--- config.mk ---
export PLATFORM = sky130hd
export DESIGN_NAME = modbus_rtu_frame_receiver
export DESIGN_NICKNAME = d
export VERILOG_FILES = /design/src/rtl/core/mrtu_pkg.sv /design/src/rtl/core/modbus_rtu_frame_receiver.sv /design/src/rtl/core/mrtu_frame_check.sv
export SDC_FILE = /design/constraint.sdc
export NUM_CORES = 1
export LEC_CHECK = 0
export ABC_AREA = 1
export BUFFER_PORTS_ARGS = -buffer_cell sky130_fd_sc_hd__buf_4
export CELL_PAD_IN_SITES_DETAIL_PLACEMENT = 1
export CELL_PAD_IN_SITES_GLOBAL_PLACEMENT = 1
export CORE_ASPECT_RATIO = 0.7
export CORE_MARGIN = 2
export CORE_UTILIZATION = 35
export CTS_BUF_LIST = sky130_fd_sc_hd__clkbuf_16
export DETAILED_ROUTE_END_ITERATION = 8
export HOLD_SLACK_MARGIN = 0.03
export MAX_ROUTING_LAYER = met4
export PLACE_DENSITY_LB_ADDON = 0.1
export SLEW_MARGIN = 20
export SYNTH_ARGS = -nofsm -noshare
export SYNTH_HDL_FRONTEND = slang
export SYNTH_SLANG_ARGS = --single-unit
export TNS_END_PERCENT = 50
--- constraint.sdc ---
create_clock -name clk -period 7.9 [get_ports clk]
set_input_delay 0 -clock clk [delete_from_list [all_inputs] [get_ports clk]]
set_output_delay 0 -clock clk [all_outputs]
set_load 0.005 [all_outputs]
--- src/rtl/core/mrtu_pkg.sv ---
package mrtu_pkg;

  // Receive buffer size; at most one byte less than this is stored per frame.
  localparam int RX_BUFFER_BYTES = 256;
  localparam logic [7:0] RX_LIMIT = 8'(RX_BUFFER_BYTES - 1);

  // Input word kinds, carried on in_tuser.
  localparam logic [1:0] OP_BYTE    = 2'd0;
  localparam logic [1:0] OP_TICK    = 2'd1;
  localparam logic [1:0] OP_REQUEST = 2'd2;

  // Configuration register indexes.
  localparam logic [2:0] CFG_DEVICE_ROLE      = 3'd0;
  localparam logic [2:0] CFG_OWN_ADDRESS      = 3'd1;
  localparam logic [2:0] CFG_BYTE_GAP_TICKS   = 3'd2;
  localparam logic [2:0] CFG_FRAME_GAP_TICKS  = 3'd3;
  localparam logic [2:0] CFG_RESP_TIMEOUT     = 3'd4;

  // CRC-16 constants, the silence count ceiling, the exception flag and the shortest frame.
  localparam logic [15:0] CRC_INIT = 16'hFFFF;
  localparam logic [15:0] CRC_POLY = 16'hA001;
  localparam logic [15:0] GAP_MAX  = 16'hFFFF;
  localparam logic [7:0]  EXC_FLAG = 8'h80;
  localparam logic [7:0]  MIN_FRAME_BYTES = 8'd4;

  typedef enum logic [2:0] {
    ST_OK        = 3'd0,
    ST_ADDRESS   = 3'd1,
    ST_CRC       = 3'd2,
    ST_OVERFLOW  = 3'd3,
    ST_EXCEPTION = 3'd4,
    ST_FUNCTION  = 3'd5,
    ST_TIMEOUT   = 3'd6,
    ST_SHORT     = 3'd7
  } frame_status_t;

  typedef enum logic [2:0] {
    PH_IDLE = 3'b001,
    PH_RX   = 3'b010,
    PH_WAIT = 3'b100
  } link_phase_t;

  // Everything the end-of-frame check looks at.
  typedef struct packed {
    logic        device_role;
    logic [7:0]  own_address;
    logic [7:0]  sent_address;
    logic [7:0]  sent_function;
    logic [7:0]  first_byte0;
    logic [7:0]  first_byte1;
    logic [7:0]  first_byte2;
    logic [15:0] crc;
    logic [7:0]  byte_count;
    logic        overflow;
  } frame_info_t;

  typedef struct packed {
    frame_status_t status;
    logic [7:0]    exception_code;
  } frame_verdict_t;

  // One byte of the reflected CRC-16, bit by bit.
  function automatic logic [15:0] crc16_byte(input logic [15:0] crc_in,
                                             input logic [7:0] data);
    logic [15:0] c;
    c = crc_in ^ {8'h00, data};
    for (int i = 0; i < 8; i++) begin
      if (c[0]) begin
        c = (c >> 1) ^ CRC_POLY;
      end else begin
        c = c >> 1;
      end
    end
    return c;
  endfunction

endpackage

--- src/rtl/core/modbus_rtu_frame_receiver.sv ---
// Modbus RTU receive side for a slave or a master. Each input word is a
// received byte, a timer tick or a master request-sent notice, chosen by
// in_tuser; the block takes one word every clock cycle, and the state update,
// the byte-wide CRC-16 step and the gap compares all finish in that cycle.
// A frame ends on the tick at which the silence both exceeds byte_gap_ticks
// and reaches frame_gap_ticks; that tick yields one result word with the
// frame status, the first bytes and the length, and a master that hears
// nothing also gets a timeout word. Results sit in an output register, so a
// new input word is taken in the same cycle that a waiting result leaves;
// only while a result is held and out_tready is low does in_tready drop.
// Configuration writes take effect at once and do not clear frame state.
module modbus_rtu_frame_receiver (
  input  logic        clk,
  input  logic        rst_n,
  input  logic        in_tvalid,
  output logic        in_tready,
  input  logic [23:0] in_tdata,   // rx_byte, request_address, request_function
  input  logic [1:0]  in_tuser,   // operation
  output logic        out_tvalid,
  input  logic        out_tready,
  output logic [31:0] out_tdata,  // frame_address, frame_function, exception_code, frame_length
  output logic [2:0]  out_tuser,  // frame_status
  input  logic        cfg_we,
  input  logic [2:0]  cfg_index,
  input  logic [15:0] cfg_wdata
);

  // Configuration registers.
  logic        device_role_r;
  logic [7:0]  own_address_r;
  logic [15:0] byte_gap_r;
  logic [15:0] frame_gap_r;
  logic [15:0] resp_timeout_r;

  // Link state.
  mrtu_pkg::link_phase_t phase_r, phase_nxt;
  logic [15:0] gap_r, gap_nxt;
  logic [15:0] crc_r, crc_nxt;
  logic [7:0]  count_r, count_nxt;
  logic        ovf_r, ovf_nxt;
  logic [7:0]  fb_r   [3];
  logic [7:0]  fb_nxt [3];
  logic [7:0]  sent_addr_r, sent_addr_nxt;
  logic [7:0]  sent_func_r, sent_func_nxt;

  // Output register.
  logic        out_valid_r;
  logic [2:0]  out_status_r;
  logic [31:0] out_data_r;

  logic        in_fire;
  logic        emit;
  logic [2:0]  emit_status;
  logic [31:0] emit_data;
  logic [1:0]  op;
  logic [7:0]  rx_byte;
  logic [15:0] gap_inc;
  logic        gap_end;
  logic        in_rx;
  logic        in_wait;

  mrtu_pkg::frame_info_t    info;
  mrtu_pkg::frame_verdict_t verdict;

  assign op        = in_tuser;
  assign rx_byte   = in_tdata[7:0];
  assign in_tready = !out_valid_r || out_tready;
  assign in_fire   = in_tvalid && in_tready;
  assign in_rx     = (phase_r == mrtu_pkg::PH_RX);
  assign in_wait   = (phase_r == mrtu_pkg::PH_WAIT);

  // Saturating silence count and the frame-end test on it.
  assign gap_inc = (gap_r == mrtu_pkg::GAP_MAX) ? gap_r : gap_r + 16'd1;
  assign gap_end = (gap_inc > byte_gap_r) && (gap_inc >= frame_gap_r);

  // The end-of-frame verdict is always formed from the stored frame.
  assign info.device_role   = device_role_r;
  assign info.own_address   = own_address_r;
  assign info.sent_address  = sent_addr_r;
  assign info.sent_function = sent_func_r;
  assign info.first_byte0   = fb_r[0];
  assign info.first_byte1   = fb_r[1];
  assign info.first_byte2   = fb_r[2];
  assign info.crc           = crc_r;
  assign info.byte_count    = count_r;
  assign info.overflow      = ovf_r;

  mrtu_frame_check u_check (
    .info    (info),
    .verdict (verdict)
  );

  // Configuration writes.
  always_ff @(posedge clk) begin
    if (!rst_n) begin
      device_role_r  <= 1'b0;
      own_address_r  <= 8'd1;
      byte_gap_r     <= 16'd19;
      frame_gap_r    <= 16'd33;
      resp_timeout_r <= 16'd1000;
    end else if (cfg_we) begin
      case (cfg_index)
        mrtu_pkg::CFG_DEVICE_ROLE:     device_role_r  <= cfg_wdata[0];
        mrtu_pkg::CFG_OWN_ADDRESS:     own_address_r  <= cfg_wdata[7:0];
        mrtu_pkg::CFG_BYTE_GAP_TICKS:  byte_gap_r     <= cfg_wdata;
        mrtu_pkg::CFG_FRAME_GAP_TICKS: frame_gap_r    <= cfg_wdata;
        mrtu_pkg::CFG_RESP_TIMEOUT:    resp_timeout_r <= cfg_wdata;
        default: ;
      endcase
    end
  end

  // Next state and result for the accepted word.
  always_comb begin
    logic [15:0] base_crc;
    logic [7:0]  base_count;
    logic        base_ovf;
    logic        base_fb;

    phase_nxt     = phase_r;
    gap_nxt       = gap_r;
    crc_nxt       = crc_r;
    count_nxt     = count_r;
    ovf_nxt       = ovf_r;
    fb_nxt[0]     = fb_r[0];
    fb_nxt[1]     = fb_r[1];
    fb_nxt[2]     = fb_r[2];
    sent_addr_nxt = sent_addr_r;
    sent_func_nxt = sent_func_r;
    emit          = 1'b0;
    emit_status   = mrtu_pkg::ST_OK;
    emit_data     = 32'h0;

    // A byte outside a running frame starts from a cleared frame.
    base_fb    = !in_rx;
    base_crc   = base_fb ? mrtu_pkg::CRC_INIT : crc_r;
    base_count = base_fb ? 8'd0 : count_r;
    base_ovf   = base_fb ? 1'b0 : ovf_r;

    if (in_fire) begin
      case (op)
        mrtu_pkg::OP_BYTE: begin
          if (in_rx || in_wait || !device_role_r) begin
            phase_nxt = mrtu_pkg::PH_RX;
            gap_nxt   = 16'd0;
            crc_nxt   = base_crc;
            count_nxt = base_count;
            ovf_nxt   = base_ovf;
            if (base_fb) begin
              fb_nxt[0] = 8'h00;
              fb_nxt[1] = 8'h00;
              fb_nxt[2] = 8'h00;
            end
            if (base_count < mrtu_pkg::RX_LIMIT) begin
              if (base_count < 8'd3) begin
                fb_nxt[base_count[1:0]] = rx_byte;
              end
              count_nxt = base_count + 8'd1;
              crc_nxt   = mrtu_pkg::crc16_byte(base_crc, rx_byte);
            end else begin
              ovf_nxt = 1'b1;
            end
          end
        end
        mrtu_pkg::OP_TICK: begin
          if (in_rx || in_wait) begin
            gap_nxt = gap_inc;
            if (gap_end && (in_rx || gap_inc >= resp_timeout_r)) begin
              emit = 1'b1;
              if (in_rx) begin
                emit_status = verdict.status;
                emit_data   = {count_r, verdict.exception_code, fb_r[1], fb_r[0]};
              end else begin
                emit_status = mrtu_pkg::ST_TIMEOUT;
              end
              phase_nxt = mrtu_pkg::PH_IDLE;
              gap_nxt   = 16'd0;
              crc_nxt   = mrtu_pkg::CRC_INIT;
              count_nxt = 8'd0;
              ovf_nxt   = 1'b0;
              fb_nxt[0] = 8'h00;
              fb_nxt[1] = 8'h00;
              fb_nxt[2] = 8'h00;
            end
          end
        end
        mrtu_pkg::OP_REQUEST: begin
          if (device_role_r) begin
            sent_addr_nxt = in_tdata[15:8];
            sent_func_nxt = in_tdata[23:16];
            phase_nxt     = mrtu_pkg::PH_WAIT;
            gap_nxt       = 16'd0;
            crc_nxt       = mrtu_pkg::CRC_INIT;
            count_nxt     = 8'd0;
            ovf_nxt       = 1'b0;
            fb_nxt[0]     = 8'h00;
            fb_nxt[1]     = 8'h00;
            fb_nxt[2]     = 8'h00;
          end
        end
        default: ;
      endcase
    end
  end

  // Link state registers.
  always_ff @(posedge clk) begin
    if (!rst_n) begin
      phase_r     <= mrtu_pkg::PH_IDLE;
      gap_r       <= 16'd0;
      crc_r       <= mrtu_pkg::CRC_INIT;
      count_r     <= 8'd0;
      ovf_r       <= 1'b0;
      fb_r[0]     <= 8'h00;
      fb_r[1]     <= 8'h00;
      fb_r[2]     <= 8'h00;
      sent_addr_r <= 8'h00;
      sent_func_r <= 8'h00;
    end else begin
      phase_r     <= phase_nxt;
      gap_r       <= gap_nxt;
      crc_r       <= crc_nxt;
      count_r     <= count_nxt;
      ovf_r       <= ovf_nxt;
      fb_r[0]     <= fb_nxt[0];
      fb_r[1]     <= fb_nxt[1];
      fb_r[2]     <= fb_nxt[2];
      sent_addr_r <= sent_addr_nxt;
      sent_func_r <= sent_func_nxt;
    end
  end

  // Result word register.
  always_ff @(posedge clk) begin
    if (!rst_n) begin
      out_valid_r <= 1'b0;
    end else if (emit) begin
      out_valid_r <= 1'b1;
    end else if (out_tready) begin
      out_valid_r <= 1'b0;
    end
  end

  always_ff @(posedge clk) begin
    if (emit) begin
      out_status_r <= emit_status;
      out_data_r   <= emit_data;
    end
  end

  assign out_tvalid = out_valid_r;
  assign out_tuser  = out_status_r;
  assign out_tdata  = out_data_r;

`ifndef NO_ASSERTIONS
  // Only a timer tick can end a frame or a wait.
  a_emit_on_tick: assert property (@(posedge clk) disable iff (!rst_n)
    emit |-> (op == mrtu_pkg::OP_TICK))
    else $error("result produced by a word that is not a tick");

  // A result never overwrites one that has not been taken.
  a_no_overwrite: assert property (@(posedge clk) disable iff (!rst_n)
    (out_valid_r && !out_tready) |-> !emit)
    else $error("result register overwritten while stalled");

  // After a result the receiver is idle with a cleared frame.
  a_clear_after_emit: assert property (@(posedge clk) disable iff (!rst_n)
    emit |=> (phase_r == mrtu_pkg::PH_IDLE) && (count_r == 8'd0) && !ovf_r)
    else $error("frame state not cleared after result");

  // An idle link holds no bytes.
  a_idle_empty: assert property (@(posedge clk) disable iff (!rst_n)
    (phase_r == mrtu_pkg::PH_IDLE) |-> (count_r == 8'd0) && (gap_r == 16'd0))
    else $error("idle link holds frame bytes");

  // Overflow is only possible with a full buffer.
  a_ovf_full: assert property (@(posedge clk) disable iff (!rst_n)
    ovf_r |-> (count_r == mrtu_pkg::RX_LIMIT))
    else $error("overflow flagged with buffer not full");
`endif

endmodule

--- src/rtl/core/mrtu_frame_check.sv ---
module mrtu_frame_check (
  input  mrtu_pkg::frame_info_t    info,
  output mrtu_pkg::frame_verdict_t verdict
);

  logic [7:0] expect_addr;
  logic [7:0] exc_function;

  assign expect_addr  = info.device_role ? info.sent_address : info.own_address;
  assign exc_function = info.sent_function | mrtu_pkg::EXC_FLAG;

  // Status priority: overflow, short, address, CRC, then the master function check.
  always_comb begin
    verdict.status         = mrtu_pkg::ST_OK;
    verdict.exception_code = 8'h00;
    if (info.overflow) begin
      verdict.status = mrtu_pkg::ST_OVERFLOW;
    end else if (info.byte_count < mrtu_pkg::MIN_FRAME_BYTES) begin
      verdict.status = mrtu_pkg::ST_SHORT;
    end else if (info.first_byte0 != expect_addr) begin
      verdict.status = mrtu_pkg::ST_ADDRESS;
    end else if (info.crc != 16'h0000) begin
      verdict.status = mrtu_pkg::ST_CRC;
    end else if (!info.device_role) begin
      verdict.status = mrtu_pkg::ST_OK;
    end else if (info.first_byte1 == info.sent_function) begin
      verdict.status = mrtu_pkg::ST_OK;
    end else if (info.first_byte1 == exc_function) begin
      verdict.status         = mrtu_pkg::ST_EXCEPTION;
      verdict.exception_code = info.first_byte2;
    end else begin
      verdict.status = mrtu_pkg::ST_FUNCTION;
    end
  end

endmodule

* Word level (Yosys, flattened, before mapping) *
Memories as Yosys holds them, arrays and structs flattened.
Index checks and enable logic that the tools add are counted.
W data, S select, Z words.

cells by class
  equal/unequal tests = 17
  mux-type cells = 103
  reductions and logical operators = 27
  bitwise logic cells = 20
  $lt $le $gt $ge = 8
  add/subtract/negate cells = 2

operator list
  cell                     number
  $mux W16                 47
  $mux W24                 11
  $pmux W16 S3             2
  $mux W8                  11
  $pmux W24 S3             1
  $mux W3                  11
  $ge A16 B16 Y1           2
  $not A2 Y3               9
  $bwmux W24               1
  $pmux W8 S3              1
  $add A16 B1 Y16 const B  1
  $demux W8 S2             1
  $eq A16 B16 Y1 const B   1
  $eq A8 B8 Y1             2
  $gt A16 B16 Y1           1
  $reduce_bool A16 Y1      1
  $xor A16 B8 Y16          1
  $mux W1                  15
  $reduce_or A12 Y1        1
  $reduce_and A2 Y1        5
  $reduce_and A5 Y1        2
  $eq A3 B2 Y1 const B     3
  $pmux W3 S3              1
  $add A8 B1 Y8 const B    1
  26 further kinds         45

storage, ports and cells
  RAM bits = 24
  output and inout bits = 37
  memories kept = 1
  word-level logic and storage cells = 195
  flip-flop bits (word level) = 153

memory list
  name  words  bits a word  rd ports  clocked after memory_dff  wr ports  line                             text
  fb_r  3      8            3         0                         3         modbus_rtu_frame_receiver.sv:41  logic [7:0] fb_r [3];

* Depth between registers and ports, before layout *
  depth in word-level cells = 50
  depth in mapped cells = 25

* By module *
From an unflattened synthesis, not the netlist that was laid out.

second synthesis, totals
  cells, all modules = 1382
  area total of the unflattened synthesis = 9954.5 um2

modules (own cells, without submodules)
  module                     cells each  instances  area each (um2)
  modbus_rtu_frame_receiver  1229        1          9313.9
  mrtu_frame_check           153         1          640.6

* Worst setup path before layout *
No wires, ideal clock.

  path kind = flip-flop to flip-flop
  start point = reg gap_r[0]
  end point = reg out_data_r[0] (netlist: out_tdata[0]), enable pin
  library setup time = 0.390 ns
  cell stages (with the launch flop) = 22
  setup slack = 3.952 ns
  arrival = 3.559 ns
  cells stage by stage = dfxtp_1 > ha_1 > nand2_2 > nor2_2 > nand2_2 > nor2_1 > nand2_1 > inv_1 > nor3_1 > nand2_1 > xor2_1 > ha_1 > nand2_1 > nor2_1 > nand3_1 > nor2_1 > o21ai_1 > a21oi_2 > nand3_4 > nor2_4 > nand3_1 > inv_1

between the ends
  longest elaborated chain between the ends = 9

ends and longest elaborated chain
  item                                                              line                                                               text
  start, declared                                                   modbus_rtu_frame_receiver.sv:37                                    logic [15:0] gap_r, gap_nxt;
  start signal, assigned                                            modbus_rtu_frame_receiver.sv:221                                   gap_r <= gap_nxt;
  $add A16 B1 Y16 / $eq A16 B16 Y1 (equally long branches)          modbus_rtu_frame_receiver.sv:73                                    assign gap_inc = (gap_r == mrtu_pkg::GAP_MAX) ? gap_r : gap_r + 16'd1;
  $mux W16 (*)                                                      modbus_rtu_frame_receiver.sv:73
  $gt A16 B16 Y1 (tied with other cells)                            modbus_rtu_frame_receiver.sv:74                                    assign gap_end = (gap_inc > byte_gap_r) && (gap_inc >= frame_gap_r);
  $logic_and A1 B1 Y1 / $logic_or A1 B1 Y1 (equally long branches)  modbus_rtu_frame_receiver.sv:74, modbus_rtu_frame_receiver.sv:168
  $logic_and A1 B1 Y1 (*)                                           modbus_rtu_frame_receiver.sv:168                                   if (gap_end && (in_rx || gap_inc >= resp_timeout_r)) begin
  $mux W1 (*)                                                       modbus_rtu_frame_receiver.sv:168
  $mux W1 (*)                                                       modbus_rtu_frame_receiver.sv:166                                   if (in_rx || in_wait) begin
  $mux W1 (*)                                                       modbus_rtu_frame_receiver.sv:141                                   case (op)
  $mux W1 (*)                                                       modbus_rtu_frame_receiver.sv:140                                   if (in_fire) begin
  via emit                                                          modbus_rtu_frame_receiver.sv:52                                    logic emit;
  end signal, assigned                                              modbus_rtu_frame_receiver.sv:247                                   out_data_r <= emit_data;
  end, declared                                                     modbus_rtu_frame_receiver.sv:49                                    logic [31:0] out_data_r;

The timed path passes the listed nets; every way through them passes the cells marked *.
A chain may end at the register's enable or synchronous reset.

* Worst setup path after layout *
  start point = reg gap_r[0]
  end point = reg crc_r[13]

between the ends
  longest elaborated chain between the ends = 7

ends and longest elaborated chain
  item                                                              line                                                               text
  $add A16 B1 Y16 / $eq A16 B16 Y1 (equally long branches)          modbus_rtu_frame_receiver.sv:73
  $mux W16 (*)                                                      modbus_rtu_frame_receiver.sv:73
  $gt A16 B16 Y1 (tied with other cells)                            modbus_rtu_frame_receiver.sv:74
  $logic_and A1 B1 Y1 / $logic_or A1 B1 Y1 (equally long branches)  modbus_rtu_frame_receiver.sv:74, modbus_rtu_frame_receiver.sv:168
  $logic_and A1 B1 Y1 (*)                                           modbus_rtu_frame_receiver.sv:168
  $ne A2 B2 Y1 (no source line) (*)                                 -
  $reduce_and A6 Y1 (no source line) (*)                            -
  end signal, assigned                                              modbus_rtu_frame_receiver.sv:211                                   crc_r <= mrtu_pkg::CRC_INIT;
  end signal, assigned                                              modbus_rtu_frame_receiver.sv:222                                   crc_r <= crc_nxt;
  end, declared                                                     modbus_rtu_frame_receiver.sv:38                                    logic [15:0] crc_r, crc_nxt;

Mark *: on every way between the ends. The rest lies on a longest branch, timed or not.

==> metrics.txt <==
total track usage=0.230; hold path depth=5; I/O pin count=87; Post-Syn Nets=1375; Layout Cells excl Fill=1742; fmax=0.204 GHz; run status=finished clean; initial drt markers=539; most common cell after layout, fill and taps aside=nand2_1; sequential area share after synthesis=0.402; share of the synthesized area in the top cell type=0.294; CP max-delay cell=a2111oi_0; H-tree depth=4; Area Overhead vs Synth=18.9%; final period utilization=0.621; hold violation count in the final report=0; number of detailed-route iterations in the first pass=5; Top FF cell, synth=dfxtp_1; slowest stage delay, CP=0.77 ns; fin worst setup slack=2.99 ns; FF-to-FF setup slack=2.99 ns; die span in x=203 µm; Total Wirelength=31300 µm; Fin Hold WS=0.0441 ns; first-pass GRT wire length=50400 µm; class of the worst hold path=in2reg; post-CTS setup buffers=0; Yosys Warn Count=0; total grt overflow=0; HP Start=in_tdata[6]; Pwr Total=1.96 mW; TNS Setup=0 ns; worst slew pin tran=1.05 ns; Max Root-Sink Buffers=2; worst-skew pair later-pin latency=0.45 ns; crit path time final=4.91 ns; most frequent cells in the layout=nand2_1 (250), inv_1 (151), dfxtp_1 (142), a21oi_1 (122), nor2_1 (110); Netlist Area Pre-Place=9670 µm²; path type of the worst setup path=reg2reg; Worst path depth=20; Max VDD drop=129 µV; Die Y=143 µm; ys async rst share=0; dpl cells=1667; DRC viols=0; CP Data Required Time=8.18 ns; CTS Buf Count=17; synth unique cells=47; leakage power=4.50 nW; EDFF count, synth=35; Vias=8826; post-synth top area cell=dfxtp_1; cells along the critical path=ha_1, nand2_2, nor2_2, nand2_2, nor2_1, nand2_1, inv_1, nor2_1, xor2_1, ha_1, a21oi_1, a21oi_1, a2111oi_0, nand2_1, nand3_4, nand2_8, nand2_8, inv_4, o21ai_1, nand3_1; CP delay by family, top=simple AND/OR/NAND/NOR gates; dpl ws=3.26 ns; Post-Syn Instances=1271; drt via density=5.07; antenna cells=0; WP data arrival=5.19 ns; P per Cell Area=171 nW/µm²; clock slew at reported path FFs=0.08 ns; Worst R2R Start=gap_r[0]; Layout fillers=3300; antenna violation net count after detailed routing=0; CTS tree=yes; Net count, final=1469; largest net degree at the start of global routing=84; core box area=27000 µm²; setup violators final=0; number of global-route vias before repair=8844; Row Count=50; crit path from=gap_r[0]; CP Buf/Inv Count=2; Max Cap Viol=0; flops & latches, synth=177; worst clock skew=0.0215 ns; slew margin rel.=0.296; die area=29000 µm²; port bufs=86; top post-synthesis cells by area=dfxtp_1 (29%), edfxtp_1 (11%), nand2_1 (9.7%); post-DR wirelength/cell=18.0 µm; layout cell share with drive strength beyond 1=0.124; dpl hpwl=22500 µm; Crit Path Max Fanout=54; CP startpoint kind=flip-flop; syn avg cell area=7.61 µm²; Clock Tree Root=clkbuf_16; Clock Sinks=177; CP endpoint kind=flip-flop; Initial Utilization=0.359; Slew Limit Fails=0; Reg2Reg Depth=20; Final GP Congestion=0.824; initial antenna violation count=0; unrepaired setup endpoints after global routing=false
## flip-flops by register name, summed over array words and instances, names as in the netlist
| register | count |
|---|---|
| resp_timeout_r | 16 |
| out_tuser | 3 |
| crc_r | 16 |
| own_address_r | 8 |
| byte_gap_r | 16 |
| out_tdata | 32 |
| fb_r | 24 |
| device_role_r | 1 |
| sent_func_r | 8 |
| frame_gap_r | 16 |
| count_r | 8 |
| ovf_r | 1 |
| gap_r | 16 |
| phase_r | 3 |
| sent_addr_r | 8 |
| out_tvalid | 1 |
## area by class of cell
cell class	count	area, µm²	area share
Clock buffer	17	425	0.0370
Clock inverter	15	119	0.0103
Inverter	155	584	0.0508
Multi-Input combinational cell	879	4900	0.426
Sequential cell	177	3890	0.339
Tap cell	364	455	0.0396
Timing Repair Buffer	135	1120	0.0975
## path summary, 6_finish.rpt
| path | to |
|---|---|
| max | crc_r[13] |
| min | fb_r[0][14] |
| max reg2reg | crc_r[13] |
| min reg2reg | own_address_r[0] |
## cell usage after synthesis, types with 3 or more instances
cell      count
nand2_1     250
inv_1       150
dfxtp_1     142
a21oi_1     122
nor2_1      111
o21ai_0      91
ha_1         54
nand3_1      48
clkbuf_1     42
nand4_1      41
edfxtp_1     35
xor2_1       31
o31ai_1      22
a21oi_2      14
nand2_2      13
nor3_1       12
xnor2_1      12
nor4_1       10
buf_2         8
o211ai_1      8
a211oi_1      4
buf_6         4
o21ai_1       4
nand3_2       3
o211ai_2      3
## tightest hold or removal path, cell delays in order
cell	delay (ns)
buf_4	0.15
nand2_1	0.07
o31ai_1	0.06
nand4_1	0.09
a21oi_1	0.06
## kinds of logic (layout without fill, tap and decap cells)
group           count (synthesis)  count (layout)  synth area share
fa+ha+maj                      54              54            0.0698
xor+xnor                       43              43            0.0389
simple gates                  503             503             0.233
buf+inv                       215             322            0.0909
mux                             2               2           0.00207
compound gates                277             277             0.162
flops                         177             177             0.402
## power by group
part           internal (mW)  switching [mW]
Clock                  0.432           0.386
Sequential             0.936          0.0108
Combinational         0.0695           0.128
Total                   1.44           0.525
## per-layer routing
layer	wire [µm]	vias up	GRT usage
met5	0	-	-
met2	13000	136	0.325
met1	17200	4266	0.348
li1	-	4412	-
met3	936	12	0.0317
met4	181	0	0.0373
## metrics by stage
stage	util	cell area [µm²]
2_1_floorplan	-	9670
3_3_place_gp	0.390	10500
3_5_place_dp	0.390	10500
4_1_cts	0.426	11500
5_1_grt	0.427	11500
6_report	0.427	11500
## repair_timing
item | in CTS | in global routing
hold buffers | 43 | 0
resized for setup | 0 | 0
hold endpoints to repair | 81 | 0
endpoints found under the setup margin | 0 | 0
No activity file was read; power rests on OpenSTA's default activity.
